===== config.mk =====
export PLATFORM = sky130hd
export DESIGN_NAME = fir_valid_correlation_unit
export DESIGN_NICKNAME = d
export VERILOG_FILES = /design/src/rtl/fvc_pkg.sv /design/src/rtl/fvc_cell.sv /design/src/rtl/fvc_mac.sv /design/src/rtl/fvc_seq.sv /design/src/rtl/fir_valid_correlation_unit.sv
export SDC_FILE = /design/constraint.sdc
export NUM_CORES = 2
export LEC_CHECK = 0
export ABC_AREA = 1
export BUFFER_PORTS_ARGS = -buffer_cell sky130_fd_sc_hd__buf_2
export CAP_MARGIN = 30
export CORE_ASPECT_RATIO = 1.4
export CORE_MARGIN = 2
export CORE_UTILIZATION = 65
export CTS_CLUSTER_SIZE = 10
export DETAILED_ROUTE_END_ITERATION = 8
export GPL_ROUTABILITY_DRIVEN = 0
export PLACE_DENSITY = 0.83
export SLEW_MARGIN = 20
export SYNTH_ARGS = -nofsm -noshare
export SYNTH_HDL_FRONTEND = slang
export SYNTH_SLANG_ARGS = --single-unit

===== constraint.sdc =====
create_clock -name clk -period 100.1 [get_ports clk]
set_input_delay 10.01 -clock clk [delete_from_list [all_inputs] [get_ports clk]]
set_output_delay 10.01 -clock clk [all_outputs]
set_load 0.01 [all_outputs]

===== src/rtl/fvc_pkg.sv =====
// Shared types and constants for the valid-mode FIR correlation unit.
// No dependencies; imported by every module under rtl/.
package fvc_pkg;

  // Field widths of the streaming payload
  localparam int unsigned SAMPLE_W    = 16;
  localparam int unsigned TAP_IDX_W   = 6;
  localparam int unsigned VALUE_W     = 38;
  localparam int unsigned TAP_COUNT_W = 7;

  // Register reset and default sizing
  localparam logic [TAP_COUNT_W-1:0] TAP_COUNT_RESET = 7'd8;
  localparam int unsigned DEF_MAX_TAPS = 64;
  localparam int unsigned DEF_ACC_W    = 39;

  // Item function codes
  localparam logic FUNC_LOAD   = 1'b0;
  localparam logic FUNC_SAMPLE = 1'b1;

  // Per-cycle controls broadcast to every cell of the chain
  typedef struct packed {
    logic s_shift;  // sample ring moves one cell up
    logic t_rot;    // tap ring moves one cell down
    logic t_we;     // coefficient write beat
  } cell_ctl_t;

  // Controls from the sequencer to the datapath
  typedef struct packed {
    logic idle;
    logic rot_s;
    logic rot_t;
    logic mac_en;
    logic load_out;
  } seq_ctl_t;

endpackage


===== src/rtl/fvc_cell.sv =====
// One cell of the chain: holds one delay-line sample and one tap coefficient.
// Depends on fvc_pkg for widths and the cell control struct.
module fvc_cell #(
  parameter int unsigned INDEX = 0
) (
  input  logic                                 clk,
  input  logic                                 rst,
  input  fvc_pkg::cell_ctl_t                   ctl,
  input  logic [fvc_pkg::TAP_IDX_W-1:0]        tap_index,
  input  logic signed [fvc_pkg::SAMPLE_W-1:0]  coef_value,
  input  logic signed [fvc_pkg::SAMPLE_W-1:0]  s_in,
  input  logic signed [fvc_pkg::SAMPLE_W-1:0]  t_in,
  output logic signed [fvc_pkg::SAMPLE_W-1:0]  s,
  output logic signed [fvc_pkg::SAMPLE_W-1:0]  t
);
  import fvc_pkg::*;

  logic hit;

  // Decode a coefficient write aimed at this cell
  assign hit = (32'(tap_index) == INDEX);

  // Take the sample from the lower neighbor on a shift or rotation
  always_ff @(posedge clk) begin
    if (ctl.s_shift) begin
      s <= s_in;
    end
  end

  // Rotate the tap from the upper neighbor, or load a new coefficient
  always_ff @(posedge clk) begin
    if (rst) begin
      t <= '0;
    end else if (ctl.t_rot) begin
      t <= t_in;
    end else if (ctl.t_we && hit) begin
      t <= coef_value;
    end
  end

endmodule


===== src/rtl/fvc_mac.sv =====
// Multiply-accumulate unit fed by the head cells of the sample and tap rings.
// Depends on fvc_pkg for the sample width and default accumulator width.
module fvc_mac #(
  parameter int unsigned ACC_W = fvc_pkg::DEF_ACC_W
) (
  input  logic                                 clk,
  input  logic                                 rst,
  input  logic                                 clear,
  input  logic                                 en,
  input  logic signed [fvc_pkg::SAMPLE_W-1:0]  a,
  input  logic signed [fvc_pkg::SAMPLE_W-1:0]  b,
  output logic signed [ACC_W-1:0]              acc
);
  import fvc_pkg::*;

  logic signed [2*SAMPLE_W-1:0] prod;
  logic                         prod_valid;

  // Register the product before it reaches the adder
  always_ff @(posedge clk) begin
    if (en) begin
      prod <= a * b;
    end
  end

  always_ff @(posedge clk) begin
    if (rst || clear) begin
      prod_valid <= 1'b0;
    end else begin
      prod_valid <= en;
    end
  end

  // Accumulate exactly; the width covers every tap in use
  always_ff @(posedge clk) begin
    if (clear) begin
      acc <= '0;
    end else if (prod_valid) begin
      acc <= acc + ACC_W'(prod);
    end
  end

endmodule


===== src/rtl/fvc_seq.sv =====
// Sequencer that walks the sample and tap rings past the MAC for one result.
// Depends on fvc_pkg for the sequencer control struct.
module fvc_seq #(
  parameter int unsigned MAX_TAPS = fvc_pkg::DEF_MAX_TAPS
) (
  input  logic                               clk,
  input  logic                               rst,
  input  logic                               start,
  input  logic [$clog2(MAX_TAPS+1)-1:0]      k_in,
  input  logic                               out_free,
  output fvc_pkg::seq_ctl_t                  ctl
);
  import fvc_pkg::*;

  localparam int unsigned KW = $clog2(MAX_TAPS + 1);
  localparam logic [KW-1:0] N_K = KW'(MAX_TAPS);

  typedef enum logic [5:0] {
    S_IDLE  = 6'b000001,
    S_PRE   = 6'b000010,
    S_MAC   = 6'b000100,
    S_POST  = 6'b001000,
    S_DRAIN = 6'b010000,
    S_DONE  = 6'b100000
  } state_t;

  state_t         state, state_next;
  logic [KW-1:0]  cnt, cnt_next;
  logic [KW-1:0]  k_reg, k_reg_next;

  // Phases: pre-rotate samples so the oldest window entry reaches the head,
  // multiply K pairs, rotate taps home, let the last product land, deliver.
  always_comb begin
    state_next = state;
    cnt_next   = cnt;
    k_reg_next = k_reg;
    ctl        = '0;
    case (state)
      S_IDLE: begin
        ctl.idle = 1'b1;
        if (start) begin
          state_next = S_PRE;
          cnt_next   = N_K - k_in;
          k_reg_next = k_in;
        end
      end
      S_PRE: begin
        ctl.rot_s = 1'b1;
        if (cnt == '0) begin
          state_next = S_MAC;
          cnt_next   = k_reg - KW'(1);
        end else begin
          cnt_next = cnt - KW'(1);
        end
      end
      S_MAC: begin
        ctl.mac_en = 1'b1;
        ctl.rot_t  = 1'b1;
        ctl.rot_s  = (cnt != '0);
        if (cnt == '0) begin
          if (k_reg == N_K) begin
            state_next = S_DRAIN;
          end else begin
            state_next = S_POST;
            cnt_next   = N_K - k_reg - KW'(1);
          end
        end else begin
          cnt_next = cnt - KW'(1);
        end
      end
      S_POST: begin
        ctl.rot_t = 1'b1;
        if (cnt == '0) begin
          state_next = S_DRAIN;
        end else begin
          cnt_next = cnt - KW'(1);
        end
      end
      S_DRAIN: begin
        state_next = S_DONE;
      end
      S_DONE: begin
        if (out_free) begin
          ctl.load_out = 1'b1;
          state_next   = S_IDLE;
        end
      end
      default: begin
        state_next = S_IDLE;
      end
    endcase
  end

  // Advance state and counters
  always_ff @(posedge clk) begin
    if (rst) begin
      state <= S_IDLE;
      cnt   <= '0;
      k_reg <= '0;
    end else begin
      state <= state_next;
      cnt   <= cnt_next;
      k_reg <= k_reg_next;
    end
  end

endmodule


===== src/rtl/fir_valid_correlation_unit.sv =====
// Valid-mode FIR cross-correlation: input item channel, result channel and
// the tap_count register. A load beat (func = 0) writes one tap; a sample beat
// (func = 1) enters the delay line and, once the row holds tap_count (K)
// samples, produces one Q8.30 result; last_in_row ends the row.
// Load beats and samples without a result never raise in_stall. A sample with a
// result keeps in_stall high while the chain rotates: the sample ring turns to
// bring the oldest window sample to the MAC, K pairs are multiplied, the tap
// ring rotates home, and the product pipe drains. The result then waits in
// S_DONE until the output register is free; in_stall falls in the same cycle
// that out_valid rises, and only then can the next item be taken.
// The output register holds a result while the receiver stalls; the next
// item is still taken, and its result waits until the register frees.
// Synchronous reset clears taps to zero, tap_count to 8 and the row count;
// delay-line contents are not cleared and only samples of the row are used.
// Depends on fvc_pkg, fvc_cell, fvc_mac and fvc_seq.
module fir_valid_correlation_unit #(
  parameter int unsigned MAX_TAPS = fvc_pkg::DEF_MAX_TAPS
) (
  input  logic                                   clk,
  input  logic                                   rst,
  input  logic                                   in_valid,
  output logic                                   in_stall,
  input  logic                                   func,
  input  logic [fvc_pkg::TAP_IDX_W-1:0]          tap_index,
  input  logic signed [fvc_pkg::SAMPLE_W-1:0]    coef_value,
  input  logic signed [fvc_pkg::SAMPLE_W-1:0]    sample,
  input  logic                                   last_in_row,
  output logic                                   out_valid,
  input  logic                                   out_stall,
  output logic signed [fvc_pkg::VALUE_W-1:0]     value,
  output logic                                   last_of_row,
  input  logic                                   cfg_we,
  input  logic [fvc_pkg::TAP_COUNT_W-1:0]        cfg_wdata
);
  import fvc_pkg::*;

  localparam int unsigned KW    = $clog2(MAX_TAPS + 1);
  localparam int unsigned ACC_W = (33 + $clog2(MAX_TAPS) > VALUE_W) ?
                                  33 + $clog2(MAX_TAPS) : VALUE_W;
  localparam logic signed [ACC_W-1:0] SAT_HI =
    {{(ACC_W - VALUE_W + 1){1'b0}}, {(VALUE_W - 1){1'b1}}};
  localparam logic signed [ACC_W-1:0] SAT_LO = ~SAT_HI;

  logic [TAP_COUNT_W-1:0]       tap_count;
  logic [KW-1:0]                fill;
  logic [KW-1:0]                fill_inc;
  logic [KW-1:0]                k_act;
  logic                         emit;
  logic                         in_beat;
  logic                         sample_beat;
  logic                         load_beat;
  logic                         last_hold;
  logic                         out_free;
  seq_ctl_t                     seq_ctl;
  cell_ctl_t                    cell_ctl;
  logic signed [SAMPLE_W-1:0]   s_q [MAX_TAPS];
  logic signed [SAMPLE_W-1:0]   t_q [MAX_TAPS];
  logic signed [SAMPLE_W-1:0]   s_head_in;
  logic signed [ACC_W-1:0]      acc;
  logic signed [VALUE_W-1:0]    sat;

  // Input handshake
  assign in_stall    = !seq_ctl.idle;
  assign in_beat     = in_valid && !in_stall;
  assign sample_beat = in_beat && (func == FUNC_SAMPLE);
  assign load_beat   = in_beat && (func == FUNC_LOAD);
  assign out_free    = !out_valid || !out_stall;

  // Clamp the tap count into 1..MAX_TAPS
  always_comb begin
    if (tap_count == '0) begin
      k_act = KW'(1);
    end else if (int'(tap_count) > int'(MAX_TAPS)) begin
      k_act = KW'(MAX_TAPS);
    end else begin
      k_act = KW'(tap_count);
    end
  end

  // Row fill count, saturating at the chain length
  assign fill_inc = (fill < KW'(MAX_TAPS)) ? fill + KW'(1) : fill;
  assign emit     = (fill_inc >= k_act);

  always_ff @(posedge clk) begin
    if (rst) begin
      fill <= '0;
    end else if (sample_beat) begin
      fill <= last_in_row ? '0 : fill_inc;
    end
  end

  // Configuration register
  always_ff @(posedge clk) begin
    if (rst) begin
      tap_count <= TAP_COUNT_RESET;
    end else if (cfg_we) begin
      tap_count <= cfg_wdata;
    end
  end

  // Hold the row-end flag for the result under way
  always_ff @(posedge clk) begin
    if (sample_beat) begin
      last_hold <= last_in_row;
    end
  end

  // Cell controls: a new sample and a ring rotation use the same path
  assign cell_ctl.s_shift = sample_beat || seq_ctl.rot_s;
  assign cell_ctl.t_rot   = seq_ctl.rot_t;
  assign cell_ctl.t_we    = load_beat;
  assign s_head_in        = sample_beat ? sample : s_q[MAX_TAPS-1];

  // Chain of cells: samples move up, taps move down, both wrap around
  for (genvar j = 0; j < int'(MAX_TAPS); j++) begin : g_cell
    if (j == 0) begin : g_head
      fvc_cell #(.INDEX(j)) u_cell (
        .clk        (clk),
        .rst        (rst),
        .ctl        (cell_ctl),
        .tap_index  (tap_index),
        .coef_value (coef_value),
        .s_in       (s_head_in),
        .t_in       (t_q[(j + 1) % MAX_TAPS]),
        .s          (s_q[j]),
        .t          (t_q[j])
      );
    end else begin : g_body
      fvc_cell #(.INDEX(j)) u_cell (
        .clk        (clk),
        .rst        (rst),
        .ctl        (cell_ctl),
        .tap_index  (tap_index),
        .coef_value (coef_value),
        .s_in       (s_q[j-1]),
        .t_in       (t_q[(j + 1) % MAX_TAPS]),
        .s          (s_q[j]),
        .t          (t_q[j])
      );
    end
  end

  fvc_seq #(.MAX_TAPS(MAX_TAPS)) u_seq (
    .clk      (clk),
    .rst      (rst),
    .start    (sample_beat && emit),
    .k_in     (k_act),
    .out_free (out_free),
    .ctl      (seq_ctl)
  );

  fvc_mac #(.ACC_W(ACC_W)) u_mac (
    .clk   (clk),
    .rst   (rst),
    .clear (sample_beat),
    .en    (seq_ctl.mac_en),
    .a     (s_q[0]),
    .b     (t_q[0]),
    .acc   (acc)
  );

  // Saturate to the result width
  always_comb begin
    if (acc > SAT_HI) begin
      sat = VALUE_W'(SAT_HI);
    end else if (acc < SAT_LO) begin
      sat = VALUE_W'(SAT_LO);
    end else begin
      sat = VALUE_W'(acc);
    end
  end

  // Output register: hold the beat until the receiver takes it
  always_ff @(posedge clk) begin
    if (rst) begin
      out_valid <= 1'b0;
    end else if (seq_ctl.load_out) begin
      out_valid <= 1'b1;
    end else if (!out_stall) begin
      out_valid <= 1'b0;
    end
  end

  always_ff @(posedge clk) begin
    if (seq_ctl.load_out) begin
      value       <= sat;
      last_of_row <= last_hold;
    end
  end

`ifndef SYNTHESIS
  a_load_free: assert property (@(posedge clk) disable iff (rst)
    seq_ctl.load_out |-> (!out_valid || !out_stall))
    else $error("result loaded over a waiting beat");

  a_busy_after_emit: assert property (@(posedge clk) disable iff (rst)
    (sample_beat && emit) |=> in_stall)
    else $error("input not held off while a result is computed");

  a_fill_range: assert property (@(posedge clk) disable iff (rst)
    fill <= KW'(MAX_TAPS))
    else $error("row fill count beyond chain length");
`endif

endmodule

==> impl_metrics.csv <==
group,metric,value,unit
clock_tree,root_buffer,"clkbuf_16",
sta,finalCritPeriodShare,14.1,%
synthesis,synthDistinctLibCells,51,
worst_setup_path,reg2reg_to,"u_mac.prod[22]",
worst_setup_path,crit_required,100570,ps
grt,grt_pass1_vias,70100,
routing,routedWlPerCell,20.2,um
flow_run,maxCapViolations,0,
routing,detail_route.vias_per_cell,5.92,
clock_tree,clock_path_buffers,3,
synthesis,synthSimpleGateAreaFrac,18.1,%
clock_tree,postCtsResizedCells,0,
grt,grt_start_max_net_pins,320,
clock_tree,htree_num_levels,4,
sta,max-slew-margin-rel,21.9,%
grt,antenna_found_initial,4,
synthesis,yosys_warnings,0,
clock_tree,numCtsBuffers,239,
placement,port-buffer-count,92,
placement,dpl.hpwl,136000,um
synthesis,synthesis.nets,10500,
worst_setup_path,worstSetupStartpoint,"in_valid",
clock_tree,path_clk_slew,60,ps
status,status,"finished, final reports clean",
sta,post-route-min-period,14120,ps
floorplanning,io_pins,93,
clock_tree,clkSinkCount,2195,
sta,slew_violations,0,
floorplanning,start_util,65.2,%
final_layout,layout-drive-gt1-share,6.11,%
worst_setup_path,endpoint,"g_cell[16].g_body.u_cell.s[10]",
worst_setup_path,worstSetupPathType,"in -> reg",
final_layout,nets,10400,
worst_setup_path,startpoint_type,"primary input",
synthesis,synth-compound-area-share,9.41,%
worst_hold_path,hold_class,"reg -> reg",
synthesis,synth_ff_type,"dfxtp_1",
synthesis,ys_ff_latch,2195,
clock_tree,clock_latency,910,ps
worst_setup_path,ff2ff_path_depth,19,
grt,overflow,0,
worst_setup_path,reg2reg_from,"g_cell[0].g_head.u_cell.s[14]",
sta,timing.fmax,70.8,MHz
sta,worst_pin_slew,1170,ps
sta,skew,70.7,ps
power_and_ir_drop,vdd_drop_max,0.0192,mV
synthesis,synthXorXnorAreaFrac,0.587,%
clock_tree,post_cts_buffers,0,
power_and_ir_drop,power_leakage,40.5,nW
synthesis,synth_edf_count,1096,
final_layout,reg_top3,"g_cell.g_body.u_cell.s x1008, g_cell.g_body.u_cell.t x1008, u_mac.acc x39",
routing,via_count,70700,
worst_setup_path,path_max_fanout,179,
routing,dr.pass1.iters,8,
synthesis,syn_area_per_cell,9.38,um^2
worst_setup_path,arrival,14590,ps
power_and_ir_drop,powerDensity,20.9,nW/um^2
synthesis,synth_top_family_by_area,"simple AND/OR/NAND/NOR gates",
floorplanning,std_cell_rows,165,
synthesis,async_flop_share,0,%
sta,fin_setup_tns,0,ps
worst_setup_path,cp-end-kind,"flop",
synthesis,synth_fa_ha_area_share,7.34,%
floorplanning,die_h,454,um
worst_setup_path,reg2reg_slack,92850,ps
synthesis,seq_area_frac_synth,58.4,%
routing,drc_errors,0,
grt,grt_use_total,32.1,%
placement,pre_cts_slack,85090,ps
sta,finalHoldViolCount,0,
floorplanning,core_area,144000,um^2
routing,ant_nets,0,
sta,setup_viol,0,
sta,finalWorstSetupSlack,85980,ps
final_layout,syn_to_final_growth,8.57,%
grt,grt_pass1_wl,373000,um
floorplanning,die_width,325,um
synthesis,syn_inst,10000,
routing,drt-initial-drc-count,8750,
floorplanning,die_area,148000,um^2
sta,rsz0062_at_grt,"no",
clock_tree,cts_hold_buffers,0,
routing,totalWireLength,241000,um
synthesis,muxShareOfSynthArea,0,%
synthesis,netlist_area,94000,um^2
clock_tree,cts_tree,"built",
-- report_power, final --
group / internal (W) / switching [W] / total (W)
sequential: 0.00111 / 0.0000518 / 0.00116
clock: 0.000437 / 0.000351 / 0.000788
combinational: 0.0000395 / 0.000142 / 0.000182
total: 0.00159 / 0.000545 / 0.00213
-- cell usage in the layout (no fill, tap or decap), types with 93 or more instances in the layout --
cell,count
a31oi_1,195
nor2_1,1788
dfxtp_1,1099
o21ai_0,1092
edfxtp_1,1096
nand3_1,93
buf_4,96
fa_1,263
ha_1,131
clkbuf_16,240
inv_1,661
nand2_1,2465
a21oi_1,228
-- synth_stat cells (94+ instances only) --
library cell	n	area share, %
ha_1	131	1.7
buf_2	161	0.86
nand3_1	94	0.50
dfxtp_1	1099	23
inv_1	662	2.6
a31oi_1	195	1.3
a21oi_1	236	1.3
nor2_1	1791	7.1
nand2_1	2465	9.8
edfxtp_1	1096	35
fa_1	263	5.6
clkbuf_1	279	1.1
o21ai_0	1092	5.8
-- worst min-delay path by stage --
| stage | startpoint | slack, ps | end | cells after the start |
|---|---|---|---|---|
| floorplan | g_cell[9].g_body.u_cell.s[0] | 400 | g_cell[10].g_body.u_cell.s[0] | 0 |
| global placement | g_cell[9].g_body.u_cell.s[0] | 400 | g_cell[10].g_body.u_cell.s[0] | 0 |
| detailed placement | g_cell[9].g_body.u_cell.s[0] | 400 | g_cell[10].g_body.u_cell.s[0] | 0 |
| CTS | g_cell[60].g_body.u_cell.s[7] | 380 | g_cell[61].g_body.u_cell.s[7] | 0 |
| global route | g_cell[10].g_body.u_cell.s[7] | 390 | g_cell[11].g_body.u_cell.s[7] | 0 |
| finish | g_cell[10].g_body.u_cell.s[7] | 370 | g_cell[11].g_body.u_cell.s[7] | 0 |
-- per-stage QoR --
| step | hold WS, ps | instances | utilization, % | instance area [um^2] | total power, W |
|---|---|---|---|---|---|
| 2_1_floorplan | 400 | 10000 | - | 94000 | 0.00147 |
| 3_3_place_gp | 400 | 11600 | 65.7 | 94600 | 0.00133 |
| 3_5_place_dp | 405 | 11600 | 66.0 | 95100 | 0.00134 |
| 4_1_cts | 384 | 11900 | 70.6 | 102000 | 0.00213 |
| 5_1_grt | 386 | 11900 | 70.8 | 102000 | 0.00219 |
| 6_report | 371 | 11900 | 70.8 | 102000 | 0.00213 |
-- kinds of logic after synthesis --
group / Yosys count
simple gates: 4428
flops: 2195
compound gates: 1657
buf+inv: 1283
fa+ha+maj: 394
xor+xnor: 63
-- critical path, cell delays in order --
cell and delay [ps]:
buf_2 70, inv_1 50, nor2_4 130, nand2_1 70, buf_4 240, nand3_4 480, buf_12 660, buf_4 850
buf_4 840, buf_4 840
-- cell type report --
class                   count  area [um^2]
diodes                      6         15.0
clock buffers             314         6300
repair buffers            226         1910
flip-flops and latches   2195        54900
well taps                1920         2400
clock inverters            16          353
multi-input cells        6542        33500
inverters                 718         2720
fillers                  9880        42000
-- metal layers --
metal | vias up | routed length [um] | global-route usage, %
met1 | 33300 | 84900 | 37.2
li1 | 32100 | - | -
met3 | 1306 | 22300 | 8.02
met2 | 4004 | 117000 | 53.4
met4 | 4 | 16600 | 20.6
met5 | - | 199 | 0.487
(Power assumes the default switching activity.)
